<file path="src/mer_pkg.sv">
// Shared constants and types for the midpoint ellipse rasterizer.
package mer_pkg;

  localparam int AXIS_BITS_DEF  = 10;
  localparam int COORD_BITS_DEF = 12;

  // Fixed field widths
  localparam int OUT_W       = 14;
  localparam int COLOR_W     = 24;
  localparam int CFG_DW      = 24;
  localparam int CFG_IDX_W   = 3;
  localparam int IN_TDATA_W  = 8;
  // 8 coordinates + color: 136 bits, already whole bytes
  localparam int OUT_TDATA_W = 8 * OUT_W + COLOR_W;

  typedef enum logic [CFG_IDX_W-1:0] {
    CFG_CENTER_X = 3'd0,
    CFG_CENTER_Y = 3'd1,
    CFG_AXIS_A   = 3'd2,
    CFG_AXIS_B   = 3'd3,
    CFG_COLOR    = 3'd4
  } cfg_idx_e;

  typedef enum logic [2:0] {
    ST_IDLE,
    ST_MUL,
    ST_SQ,
    ST_PROD,
    ST_CMP,
    ST_LOAD,
    ST_EMIT
  } seq_state_e;

  typedef enum logic [1:0] {
    PH_IDLE,
    PH_ONE,
    PH_TWO
  } phase_e;

  // Setup products, issued in this order on the shared multiplier
  typedef enum logic [2:0] {
    OP_A2,
    OP_B2,
    OP_A2B,
    OP_B2A,
    OP_A4,
    OP_B4,
    OP_DONE
  } mul_op_e;

endpackage

</file>
<file path="src/mer_mul.sv">
// Shared unsigned multiplier with registered product.
module mer_mul
  import mer_pkg::*;
#(
  parameter int W = 2 * AXIS_BITS_DEF + 1
) (
  input  logic           clk_i,
  input  logic [W-1:0]   op_a_i,
  input  logic [W-1:0]   op_b_i,
  output logic [2*W-1:0] prod_o
);

  logic [2*W-1:0] prod_q;

  always_ff @(posedge clk_i) begin
    prod_q <= (2*W)'(op_a_i) * (2*W)'(op_b_i);
  end

  assign prod_o = prod_q;

endmodule

</file>
<file path="src/midpoint_ellipse_raster_top.sv">
// Top level of the midpoint ellipse rasterizer: config, sequencer, step datapath.
//
//  channel   | dir | transaction                       | payload
//  ----------+-----+-----------------------------------+------------------------------------
//  s_axis    | in  | tick: restart or advance one step | tdata[0] restart, [7:1] zero
//  m_axis    | out | four symmetric pixels of one step | tdata: 8 x 14b coords, 24b color;
//            |     |                                   | tlast = final step of region two
//  cfg       | in  | register write, no read-back      | cfg_idx_i, cfg_data_i
//
// Advance ticks stream steps at one per clock while m_axis keeps up. A restart tick
// runs the setup on one shared multiplier: 6 products, then two bit-serial bound
// searches, each bit passing through the square, product and compare states, then
// load and emit; the first pixel set is held in the emit state while an earlier
// result still waits in the output register with m_axis stalled.
// s_axis is not ready during setup, nor while a result sits unread in the output
// register and m_axis_tready is low. Reset leaves the block idle: advance ticks are
// taken and give nothing until a restart.
module midpoint_ellipse_raster_top
  import mer_pkg::*;
#(
  parameter int AXIS_BITS  = AXIS_BITS_DEF,
  parameter int COORD_BITS = COORD_BITS_DEF
) (
  input  logic                   clk_i,
  input  logic                   rst_ni,
  // restart (bit 0), zero fill
  input  logic                   s_axis_tvalid,
  output logic                   s_axis_tready,
  input  logic [IN_TDATA_W-1:0]  s_axis_tdata,
  // px_pp, py_pp, px_mp, py_mp, px_pm, py_pm, px_mm, py_mm, color_out
  output logic                   m_axis_tvalid,
  input  logic                   m_axis_tready,
  output logic [OUT_TDATA_W-1:0] m_axis_tdata,
  output logic                   m_axis_tlast,
  input  logic                   cfg_we_i,
  input  logic [CFG_IDX_W-1:0]   cfg_idx_i,
  input  logic [CFG_DW-1:0]      cfg_data_i
);

  localparam int A    = AXIS_BITS;
  localparam int SQ_W = 2 * A;               // a*a
  localparam int S_W  = 2 * A + 1;           // a*a + b*b
  localparam int MW   = 2 * A + 1;           // multiplier operand
  localparam int PW   = 2 * MW;              // multiplier product
  localparam int DW   = 4 * A + 3;           // decision and increments
  localparam int SW   = A + 2;               // signed step offsets
  localparam int KW   = $clog2(A);
  localparam int EW   = OUT_W + COORD_BITS + A;

  // ---------------- configuration registers ----------------
  logic [COORD_BITS-1:0] cfg_cx_q, cfg_cy_q;
  logic [A-1:0]          cfg_a_q, cfg_b_q;
  logic [COLOR_W-1:0]    cfg_color_q;

  always_ff @(posedge clk_i or negedge rst_ni) begin
    if (!rst_ni) begin
      cfg_cx_q    <= '0;
      cfg_cy_q    <= '0;
      cfg_a_q     <= A'(1);
      cfg_b_q     <= A'(1);
      cfg_color_q <= '0;
    end else if (cfg_we_i) begin
      unique case (cfg_idx_e'(cfg_idx_i))
        CFG_CENTER_X: cfg_cx_q    <= cfg_data_i[COORD_BITS-1:0];
        CFG_CENTER_Y: cfg_cy_q    <= cfg_data_i[COORD_BITS-1:0];
        CFG_AXIS_A:   cfg_a_q     <= cfg_data_i[A-1:0];
        CFG_AXIS_B:   cfg_b_q     <= cfg_data_i[A-1:0];
        CFG_COLOR:    cfg_color_q <= cfg_data_i[COLOR_W-1:0];
        default: ;
      endcase
    end
  end

  // ---------------- state ----------------
  seq_state_e state_q, state_d;
  phase_e     phase_q, phase_d;
  mul_op_e    op_q, op_d;
  logic [KW-1:0] k_q, k_d;
  logic          sel_q, sel_d;
  logic [A-1:0]  res_q, res_d;
  logic [A-1:0]  bnd1_q, bnd1_d, bnd2_q, bnd2_d;
  logic [A-1:0]  lat_a_q, lat_a_d, lat_b_q, lat_b_d;
  logic [SQ_W-1:0] a2_q, a2_d, b2_q, b2_d;
  logic [3*A-1:0]  a2b_q, a2b_d, b2a_q, b2a_d;
  logic [4*A-1:0]  a4_q, a4_d, b4_q, b4_d;
  logic signed [SW-1:0] x_q, x_d, y_q, y_d;
  logic signed [DW-1:0] dec_q, dec_d, is_q, is_d, id_q, id_d;
  logic signed [DW-1:0] r2_dec_q, r2_dec_d, r2_is_q, r2_is_d, r2_id_q, r2_id_d;
  logic signed [DW-1:0] sum2_q, sum2_d;

  // output register
  logic               ovalid_q, ovalid_d;
  logic [OUT_W-1:0]   px_pp_q, py_pp_q, px_mp_q, py_mp_q;
  logic [OUT_W-1:0]   px_pm_q, py_pm_q, px_mm_q, py_mm_q;
  logic [COLOR_W-1:0] color_q;
  logic               last_q;

  // ---------------- shared multiplier ----------------
  logic [MW-1:0] mul_a, mul_b;
  logic [PW-1:0] mul_q;

  mer_mul #(
    .W (MW)
  ) u_mul (
    .clk_i  (clk_i),
    .op_a_i (mul_a),
    .op_b_i (mul_b),
    .prod_o (mul_q)
  );

  // ---------------- bound search helpers ----------------
  logic [S_W-1:0]  s_sum;
  logic [A-1:0]    trial;
  logic [A-1:0]    lat_p;
  logic [4*A-1:0]  target;
  logic            trial_ok;

  assign s_sum    = S_W'(a2_q) + S_W'(b2_q);
  assign trial    = res_q | (A'(1) << k_q);
  assign lat_p    = sel_q ? lat_b_q : lat_a_q;
  assign target   = sel_q ? b4_q : a4_q;
  // n*n*(p*p+q*q) <= p^4 and n <= p
  assign trial_ok = (trial <= lat_p) && (mul_q <= PW'(target));

  // ---------------- step datapath ----------------
  logic                 step_en;
  logic                 emit;
  logic                 last_d;
  logic                 diag;
  logic signed [DW-1:0] two_q2;
  logic signed [SW-1:0] nx, ny;
  logic signed [SW-1:0] bnd1_e, bnd2_e;
  logic signed [EW-1:0] cx_e, cy_e, x_e, y_e;
  logic signed [EW-1:0] cxp, cxm, cyp, cym;

  assign diag   = ~dec_q[DW-1];
  assign two_q2 = (phase_q == PH_TWO) ? (DW'(a2_q) << 1) : (DW'(b2_q) << 1);
  assign bnd1_e = $signed({2'b00, bnd1_q});
  assign bnd2_e = $signed({2'b00, bnd2_q});

  assign cx_e = $signed(EW'(cfg_cx_q));
  assign cy_e = $signed(EW'(cfg_cy_q));
  assign x_e  = EW'(x_q);
  assign y_e  = EW'(y_q);
  assign cxp  = cx_e + x_e;
  assign cxm  = cx_e - x_e;
  assign cyp  = cy_e + y_e;
  assign cym  = cy_e - y_e;

  // ---------------- sequencer ----------------
  always_comb begin
    state_d  = state_q;
    phase_d  = phase_q;
    op_d     = op_q;
    k_d      = k_q;
    sel_d    = sel_q;
    res_d    = res_q;
    bnd1_d   = bnd1_q;
    bnd2_d   = bnd2_q;
    lat_a_d  = lat_a_q;
    lat_b_d  = lat_b_q;
    a2_d     = a2_q;
    b2_d     = b2_q;
    a2b_d    = a2b_q;
    b2a_d    = b2a_q;
    a4_d     = a4_q;
    b4_d     = b4_q;
    x_d      = x_q;
    y_d      = y_q;
    dec_d    = dec_q;
    is_d     = is_q;
    id_d     = id_q;
    r2_dec_d = r2_dec_q;
    r2_is_d  = r2_is_q;
    r2_id_d  = r2_id_q;
    sum2_d   = sum2_q;
    mul_a    = '0;
    mul_b    = '0;
    step_en  = 1'b0;
    last_d   = 1'b0;
    nx       = x_q;
    ny       = y_q;
    s_axis_tready = 1'b0;

    unique case (state_q)
      ST_IDLE: begin
        s_axis_tready = !ovalid_q || m_axis_tready;
        if (s_axis_tvalid && s_axis_tready) begin
          if (s_axis_tdata[0]) begin
            lat_a_d = cfg_a_q;
            lat_b_d = cfg_b_q;
            op_d    = OP_A2;
            state_d = ST_MUL;
          end else if (phase_q != PH_IDLE) begin
            step_en = 1'b1;
          end
        end
      end

      ST_MUL: begin
        // issue current product
        case (op_q)
          OP_A2:  begin mul_a = MW'(lat_a_q); mul_b = MW'(lat_a_q); end
          OP_B2:  begin mul_a = MW'(lat_b_q); mul_b = MW'(lat_b_q); end
          OP_A2B: begin mul_a = MW'(a2_q);    mul_b = MW'(lat_b_q); end
          OP_B2A: begin mul_a = MW'(b2_q);    mul_b = MW'(lat_a_q); end
          OP_A4:  begin mul_a = MW'(a2_q);    mul_b = MW'(a2_q);    end
          OP_B4:  begin mul_a = MW'(b2_q);    mul_b = MW'(b2_q);    end
          default: ;
        endcase
        // capture the one issued last cycle
        if (op_q != OP_A2) begin
          case (mul_op_e'(op_q - 3'd1))
            OP_A2:  a2_d  = mul_q[SQ_W-1:0];
            OP_B2:  b2_d  = mul_q[SQ_W-1:0];
            OP_A2B: a2b_d = mul_q[3*A-1:0];
            OP_B2A: b2a_d = mul_q[3*A-1:0];
            OP_A4:  a4_d  = mul_q[4*A-1:0];
            OP_B4:  b4_d  = mul_q[4*A-1:0];
            default: ;
          endcase
        end
        if (op_q == OP_DONE) begin
          sel_d   = 1'b0;
          res_d   = '0;
          k_d     = KW'(A - 1);
          state_d = ST_SQ;
        end else begin
          op_d = mul_op_e'(op_q + 3'd1);
        end
      end

      ST_SQ: begin
        mul_a   = MW'(trial);
        mul_b   = MW'(trial);
        state_d = ST_PROD;
      end

      ST_PROD: begin
        mul_a   = MW'(mul_q[SQ_W-1:0]);
        mul_b   = MW'(s_sum);
        state_d = ST_CMP;
      end

      ST_CMP: begin
        if (trial_ok) begin
          res_d = trial;
        end
        if (k_q == '0) begin
          if (!sel_q) begin
            bnd1_d  = trial_ok ? trial : res_q;
            sel_d   = 1'b1;
            res_d   = '0;
            k_d     = KW'(A - 1);
            state_d = ST_SQ;
          end else begin
            bnd2_d  = trial_ok ? trial : res_q;
            state_d = ST_LOAD;
          end
        end else begin
          k_d     = k_q - KW'(1);
          state_d = ST_SQ;
        end
      end

      ST_LOAD: begin
        // region one: p = a, q = b
        x_d   = '0;
        y_d   = SW'(lat_b_q);
        dec_d = DW'(b2_q) - DW'(a2b_q);
        is_d  = (DW'(b2_q) << 1) + DW'(b2_q);
        id_d  = (DW'(b2_q) << 1) + DW'(b2_q) + (DW'(a2_q) << 1) - (DW'(a2b_q) << 1);
        // region two: p = b, q = a
        r2_dec_d = DW'(a2_q) - DW'(b2a_q);
        r2_is_d  = (DW'(a2_q) << 1) + DW'(a2_q);
        r2_id_d  = (DW'(a2_q) << 1) + DW'(a2_q) + (DW'(b2_q) << 1) - (DW'(b2a_q) << 1);
        sum2_d   = (DW'(a2_q) << 1) + (DW'(b2_q) << 1);
        phase_d  = PH_ONE;
        state_d  = ST_EMIT;
      end

      ST_EMIT: begin
        // first pixel set waits until the output register is free
        if (!ovalid_q || m_axis_tready) begin
          step_en = 1'b1;
          state_d = ST_IDLE;
        end
      end

      default: state_d = ST_IDLE;
    endcase

    // one midpoint step from the current offset
    if (step_en) begin
      dec_d = dec_q + (diag ? id_q : is_q);
      is_d  = is_q + two_q2;
      id_d  = id_q + (diag ? sum2_q : two_q2);
      if (phase_q == PH_ONE) begin
        nx = x_q + SW'(1);
        ny = diag ? (y_q - SW'(1)) : y_q;
        if (nx > bnd1_e) begin
          x_d     = SW'(lat_a_q);
          y_d     = '0;
          dec_d   = r2_dec_q;
          is_d    = r2_is_q;
          id_d    = r2_id_q;
          phase_d = PH_TWO;
        end else begin
          x_d = nx;
          y_d = ny;
        end
      end else begin
        ny  = y_q + SW'(1);
        nx  = diag ? (x_q - SW'(1)) : x_q;
        x_d = nx;
        y_d = ny;
        if (ny > bnd2_e) begin
          last_d  = 1'b1;
          phase_d = PH_IDLE;
        end
      end
    end
  end

  assign emit     = step_en;
  assign ovalid_d = emit | (ovalid_q & ~m_axis_tready);

  // control state
  always_ff @(posedge clk_i or negedge rst_ni) begin
    if (!rst_ni) begin
      state_q  <= ST_IDLE;
      phase_q  <= PH_IDLE;
      op_q     <= OP_A2;
      k_q      <= '0;
      sel_q    <= 1'b0;
      ovalid_q <= 1'b0;
    end else begin
      state_q  <= state_d;
      phase_q  <= phase_d;
      op_q     <= op_d;
      k_q      <= k_d;
      sel_q    <= sel_d;
      ovalid_q <= ovalid_d;
    end
  end

  // datapath
  always_ff @(posedge clk_i) begin
    res_q    <= res_d;
    bnd1_q   <= bnd1_d;
    bnd2_q   <= bnd2_d;
    lat_a_q  <= lat_a_d;
    lat_b_q  <= lat_b_d;
    a2_q     <= a2_d;
    b2_q     <= b2_d;
    a2b_q    <= a2b_d;
    b2a_q    <= b2a_d;
    a4_q     <= a4_d;
    b4_q     <= b4_d;
    x_q      <= x_d;
    y_q      <= y_d;
    dec_q    <= dec_d;
    is_q     <= is_d;
    id_q     <= id_d;
    r2_dec_q <= r2_dec_d;
    r2_is_q  <= r2_is_d;
    r2_id_q  <= r2_id_d;
    sum2_q   <= sum2_d;
    if (emit) begin
      px_pp_q <= cxp[OUT_W-1:0];
      py_pp_q <= cyp[OUT_W-1:0];
      px_mp_q <= cxm[OUT_W-1:0];
      py_mp_q <= cyp[OUT_W-1:0];
      px_pm_q <= cxp[OUT_W-1:0];
      py_pm_q <= cym[OUT_W-1:0];
      px_mm_q <= cxm[OUT_W-1:0];
      py_mm_q <= cym[OUT_W-1:0];
      color_q <= cfg_color_q;
      last_q  <= last_d;
    end
  end

  assign m_axis_tvalid = ovalid_q;
  assign m_axis_tdata  = {color_q, py_mm_q, px_mm_q, py_pm_q, px_pm_q,
                          py_mp_q, px_mp_q, py_pp_q, px_pp_q};
  assign m_axis_tlast  = last_q;

endmodule
</file>
<file path="config.mk">
export PLATFORM = sky130hd
export DESIGN_NAME = midpoint_ellipse_raster_top
export DESIGN_NICKNAME = d
export VERILOG_FILES = /design/src/mer_pkg.sv /design/src/mer_mul.sv /design/src/midpoint_ellipse_raster_top.sv
export SDC_FILE = /design/constraint.sdc
export NUM_CORES = 2
export LEC_CHECK = 0
export BUFFER_PORTS_ARGS = -buffer_cell sky130_fd_sc_hd__buf_4
export CORE_MARGIN = 1
export CORE_UTILIZATION = 59
export CTS_BUF_LIST = sky130_fd_sc_hd__clkbuf_2 sky130_fd_sc_hd__clkbuf_4 sky130_fd_sc_hd__clkbuf_8
export DETAILED_ROUTE_END_ITERATION = 7
export PLACE_DENSITY = 0.79
export REMOVE_ABC_BUFFERS = 1
export SETUP_SLACK_MARGIN = 0.1
export SYNTH_ARGS = -nofsm -noshare
export SYNTH_HDL_FRONTEND = slang
export SYNTH_SLANG_ARGS = --single-unit
</file>
<file path="constraint.sdc">
create_clock -name clk_i -period 8.59 [get_ports clk_i]
set_input_delay 1.718 -clock clk_i [delete_from_list [all_inputs] [get_ports clk_i]]
set_output_delay 1.718 -clock clk_i [all_outputs]
set_load 0.03 [all_outputs]
</file>
Word-level counts from Yosys, hierarchy flattened

Cells that the tools add are included.

Input bits: 40
Flip-flop bits (word level): 760

$lt $le $gt $ge: 4
Equality and inequality tests: 32
Reduce and logical (&&, ||, !) cells: 39
Multipliers: 1
Mux-type cells: 66
Add/subtract/negate cells: 24
Bitwise gates (word level): 5
Shift operators: 1

Operators by type and width:

| operator                                                             | number |
|---|---|
| 43-bit 2-to-1 mux                                                    | 14 |
| 20-bit case mux with 4 select lines                                  | 2 |
| 12-bit 2-to-1 mux                                                    | 10 |
| 43-bit adder                                                         | 2 |
| 23-bit by 31-bit subtractor with 32-bit output                       | 2 |
| 21-bit case mux with 3 select lines                                  | 1 |
| 20-bit by 30-bit subtractor with 31-bit output                       | 2 |
| 20-bit case mux with 3 select lines                                  | 1 |
| 10-bit 2-to-1 mux                                                    | 5 |
| 22-bit by 21-bit adder with 23-bit output                            | 2 |
| 21-bit by 20-bit adder with 22-bit output                            | 2 |
| 43-bit by 22-bit adder with 43-bit output                            | 1 |
| 42-bit by 40-bit less-or-equal comparator with 1-bit output          | 1 |
| 20-bit by 21-bit multiplier with 41-bit output                       | 1 |
| 40-bit 2-to-1 mux                                                    | 1 |
| 3-bit AND reduction                                                  | 11 |
| 13-bit by 12-bit adder with 14-bit output                            | 2 |
| 13-bit by 12-bit subtractor with 14-bit output                       | 2 |
| 3-bit == test, second input constant                                 | 9 |
| 3-bit 2-to-1 mux                                                     | 9 |
| 12-bit by 2-bit adder with 12-bit output, second input constant      | 2 |
| 3-bit by 2-bit == test with 1-bit output, second input constant      | 8 |
| 12-bit by 11-bit > comparator with 1-bit output                      | 2 |
| 12-bit by 2-bit subtractor with 12-bit output, second input constant | 2 |
| other kinds (37)                                                     | 78 |

Longest topological paths before layout

Depth in word-level cells: 8
Mapped depth: 39
Gate-level depth less buffers: 37

Modules after synthesis

Synthesis repeated with hierarchy kept, for this count alone.

Cells, all modules: 5,836
Area total of the unflattened synthesis: 58,934.0 um2

By module, submodules not included:

| module                      | instances | sequential area each (um2) | area each (um2) | cells an instance |
|---|---|---|---|---|
| midpoint_ellipse_raster_top | 1         | 19,050.8                   | 43,156.4        | 4,081 |
| mer_mul                     | 1         | 840.8                      | 15,777.6        | 1,755 |

Worst setup path after synthesis

Ideal clock, no wire load.

Path kind: register to register
Start point: register a2_q[1]
End point: register u_mul.prod_q[39] (netlist: u_mul.prod_o[39])
Data required time: 8,466 ps
Buffers on the path: 1
Slack: -102 ps
Library setup time: 124 ps
Arrival time: 8,569 ps
Cell stages (with the launch flop): 36
Cells stage by stage: edfxtp_1 > inv_1 > fa_1 > nor2b_1 > o21ai_1 > a21boi_1 > o31ai_2 > a211o_1 > nand3_1 > a21oi_1 > xnor2_1 > a22o_1 > clkbuf_1 > nand2_1 > fa_1 > inv_1 > fa_1 > inv_1 > fa_1 > inv_1 > fa_1 > fa_1 > fa_1 > inv_1 > fa_1 > inv_1 > ha_1 > or3_1 > o21ai_0 > a21oi_1 > or4_1 > a41oi_2 > o31a_1 > o311ai_2 > mux2i_1 > nand3_1

Cells in the longest elaborated chain, start to end: 3

RTL lines:

| item                                           | RTL line                           | text |
|---|---|---|
| start, declared                                | midpoint_ellipse_raster_top.sv:83  | `logic [SQ_W-1:0] a2_q, a2_d, b2_q, b2_d;` |
| start signal, assigned                         | midpoint_ellipse_raster_top.sv:354 | `a2_q <= a2_d;` |
| 20-bit by 20-bit adder with 21-bit output      | midpoint_ellipse_raster_top.sv:118 | `assign s_sum = S_W'(a2_q) + S_W'(b2_q);` |
| named net s_sum[16]                            | midpoint_ellipse_raster_top.sv:112 | `logic [S_W-1:0] s_sum;` |
| 21-bit case mux with 3 select lines            | midpoint_ellipse_raster_top.sv:185 | `unique case (state_q)` |
| 20-bit by 21-bit multiplier with 41-bit output | mer_mul.sv:16                      | `prod_q <= (2*W)'(op_a_i) * (2*W)'(op_b_i);` |
| end signal, assigned                           | mer_mul.sv:16                      |  |
| end, declared                                  | mer_mul.sv:13                      | `logic [2*W-1:0] prod_q;` |

The timed path passes the listed nets, and every way through them passes these cells.
A chain may end at the register's enable or synchronous reset.

Worst setup path in the final report

Start point: register a2_q[0]
End point: register u_mul.prod_q[25] (netlist: u_mul.prod_o[25])

Same word-level chain as after synthesis.

==> results by group <==
Run status
  • Status: finished, violations left
  • Failing checks: DRC, setup timing

Floorplanning
  • Initial Utilization: 59.7%
  • Die Span Y: 315 um
  • DIE WIDTH: 315 um
  • Rows: 114
  • Core area: 96900 um2
  • IO Pins: 179
  • Die area: 99300 um2

STA
  • Final Setup Violations: 15
  • Setup TNS: -2.04 ns
  • Max Transition Viols Final: 0
  • Crit share post-route: 103%
  • RSZ-0062 raised after global routing: true
  • Max frequency: 113 MHz
  • PnR worst setup slack: -0.253 ns
  • Fin crit period: 8.84 ns
  • Measured slew at the worst slew-check pin: 1.22 ns
  • Clock Skew: 0.0923 ns
  • Final Hold Vio Count: 0
  • Rel. slew slack: 18.1%

Setup path
  • R2R Setup Slk: -0.25 ns
  • CP Data Arrival Time: 9.57 ns
  • Setup crit end kind: flip-flop
  • Startpoint Class: flip-flop
  • CP Data Required Time: 9.31 ns
  • CP most frequent cell: buf_4
  • Slowest stage delay, CP: 0.64 ns
  • Worst Setup Path Type: flip-flop to flip-flop
  • CP max stage cell: fa_1
  • Worst-path fanout max: 3

Detailed routing
  • Avg WL per Cell: 21.3 um
  • DRC Markers: 21
  • Initial DRC count: 4763
  • WL final: 160 mm
  • Via density: 6.00
  • Post-DRT Antenna Nets: 0
  • First-pass iteration count of the detailed router: 8
  • Vias: 45076

Clock network
  • Max H-tree Level: 3
  • Max Root-Sink Buffers: 3
  • CTS root buffer: clkbuf_8
  • TritonCTS Sinks: 689
  • Num CTS Buffers: 118
  • Worst-Skew Late Latency: 0.84 ns
  • Worst-path clk slew: 0.06 ns
  • CTS tree: yes

Synth
  • Syn avg cell area: 10.1 um2
  • Syn Std Cell Area: 57800 um2
  • Seq/Total Area, Yosys: 34.4%
  • Async SR Flop Fraction: 11.9%
  • Cells after synthesis: 5697
  • Cell variety after synth: 91
  • Top_reg_cell synth: edfxtp_1
  • Number of synthesized flops with an enable pin: 566
  • Yosys reg bits: 689
  • Synth warnings: 0

Place
  • RePlAce Congestion: 0.995
  • Post-DP HPWL: 124 mm
  • DP Worst Slack: -0.640 ns
  • IO buf count: 171

Hold path
  • Worst Hold Class: flip-flop to flip-flop

Finish
  • Commonest cells after routing, fill and taps aside: 601 x inv_1, 566 x edfxtp_1, 534 x buf_4
  • Layout area overhead: 13.7%
  • Most common cell after layout, fill and taps aside: inv_1
  • Layout cells sized above 1: 17.3%
  • Final nets: 7073

Run
  • Max-cap violations: 0

Global routing
  • Vias in the first global route: 45335
  • Largest net degree at the start of global routing: 128
  • Number of antenna violations at the first check in global routing: 2
  • GRT Total Usage: 32.3%
  • First-pass GRT wire length: 249 mm
  • GR Overflow Total: 0

Power and ir drop
  • Leak: 28.8 nW
  • Peak VDD IR: 0.192 mV
  • PwrDens: 316 nW/um2
==> power by group <==
group	switching [W]	leakage (nW)	internal (W)
logic	0.00737	21.0	0.00509
registers	0.000556	6.48	0.00466
clock network	0.00146	1.31	0.00167
==> final timing paths <==
check | cells past startpoint | to | from
worst min register to register | 0 | lat_a_q[6]$_DFFE_PP_ | cfg_a_q[6]$_DFFE_PN0P_
max in group asynchronous | 2 | sel_q$_DFFE_PN0P_ | rst_ni
worst max-delay path | 40 | u_mul.prod_o[25]$_DFF_P_ | a2_q[0]$_DFFE_PP_
min in group asynchronous | 1 | cfg_color_q[20]$_DFFE_PN0P_ | rst_ni
worst min-delay path | 0 | lat_a_q[6]$_DFFE_PP_ | cfg_a_q[6]$_DFFE_PN0P_
worst max register to register | 40 | u_mul.prod_o[25]$_DFF_P_ | a2_q[0]$_DFFE_PP_
==> worst max-delay path: cells and delay by family (launching register included) <==
kind,cells,cell delay (ns)
simple gates,7,1.38
xor+xnor,1,0.13
buf+inv,15,1.53
fa+ha+maj,10,4.41
flops,1,0.35
compound gates,7,0.93
==> routing by layer <==
layer,global-route usage [%],up-vias,routed length [um]
met5,0,-,0
met4,10.6,0,4920
met3,6.93,300,17100
met2,49.1,2049,70500
met1,46.0,22011,67800
li1,-,20716,-
==> layout make-up <==
cell class,count,area (um2)
inverters,617,2320
fillers,7220,31100
well taps,1276,1600
multi-input cells,4134,34900
repair buffers,567,4560
diodes,4,10.0
clock inverters,54,393
flip-flops and latches,689,19900
clock buffers,169,2080
==> registers in the layout (all words and copies together) (netlist names), 13 cells and up <==
| register | cells |
|---|---|
| color_q | 24 |
| py_mp_q | 13 |
| b2_q | 20 |
| a2b_q | 30 |
| r2_dec_q | 31 |
| cfg_color_q | 24 |
| px_mm_q | 14 |
| is_q | 43 |
| py_mm_q | 14 |
| dec_q | 43 |
| id_q | 42 |
| a4_q | 40 |
| r2_is_q | 21 |
| r2_id_q | 32 |
| u_mul.prod_o | 41 |
| a2_q | 20 |
| px_pm_q | 13 |
| b4_q | 40 |
| sum2_q | 21 |
| b2a_q | 30 |
==> cells by family after synthesis <==
family / count (synthesis) / synth area share (%)
and+or+nand+nor: 1448 / 11.6
AOI/OAI and AO/OA: 1217 / 13.9
adders and majority gates: 906 / 24.7
buffers and inverters: 874 / 6.14
DFF: 689 / 34.4
xor gates and xnor gates: 358 / 5.42
muxes: 205 / 3.86
==> Yosys cell counts, types with 28 or more instances <==
cell	instances	area share (%)
dfxtp_1	41	1.4
o211ai_1	33	0.43
nor3_1	64	0.55
inv_1	612	4.0
o21bai_1	41	0.53
nand2b_1	45	0.49
dfrtp_1	80	3.5
and3_1	45	0.49
nand3_1	93	0.81
mux2i_1	63	1.1
a31oi_1	36	0.39
xor2_1	124	1.9
nor2b_1	85	0.92
nor2_1	382	2.5
ha_1	514	11
edfxtp_1	566	29
a21o_1	151	2.0
fa_1	392	14
nand2_1	517	3.4
a21oi_1	323	2.8
o21ai_0	219	1.9
buf_4	58	0.75
nand4_1	47	0.51
clkbuf_1	161	1.0
xnor2_1	234	3.5
o21a_1	59	0.77
a211oi_1	58	0.75
mux2_2	141	2.7
and2_1	79	0.85
o21ai_1	28	0.24
a22oi_1	37	0.48
==> timing repair <==
action,4_1_cts,5_1_grt
endpoints found under the setup margin,20,23
pin swaps,49,50
cloned,0,0
hold buffers,0,0
resized for setup,64,51
setup buffers,19,19
==> metrics by stage <==
step	util, %	area (um2)	std cells	total power [W]	hold WS (ns)
after detailed placement	64.5	62500	7246	0.0172	0.428
final	67.9	65700	7510	0.0208	0.431
after global routing	67.9	65700	7510	0.0222	0.447
after global placement	64.5	62500	7246	0.0169	0.424
after CTS	67.5	65300	7487	0.0205	0.434
after floorplan	-	56600	5440	0.0128	0.419
No activity file was read; power rests on OpenSTA's default activity.
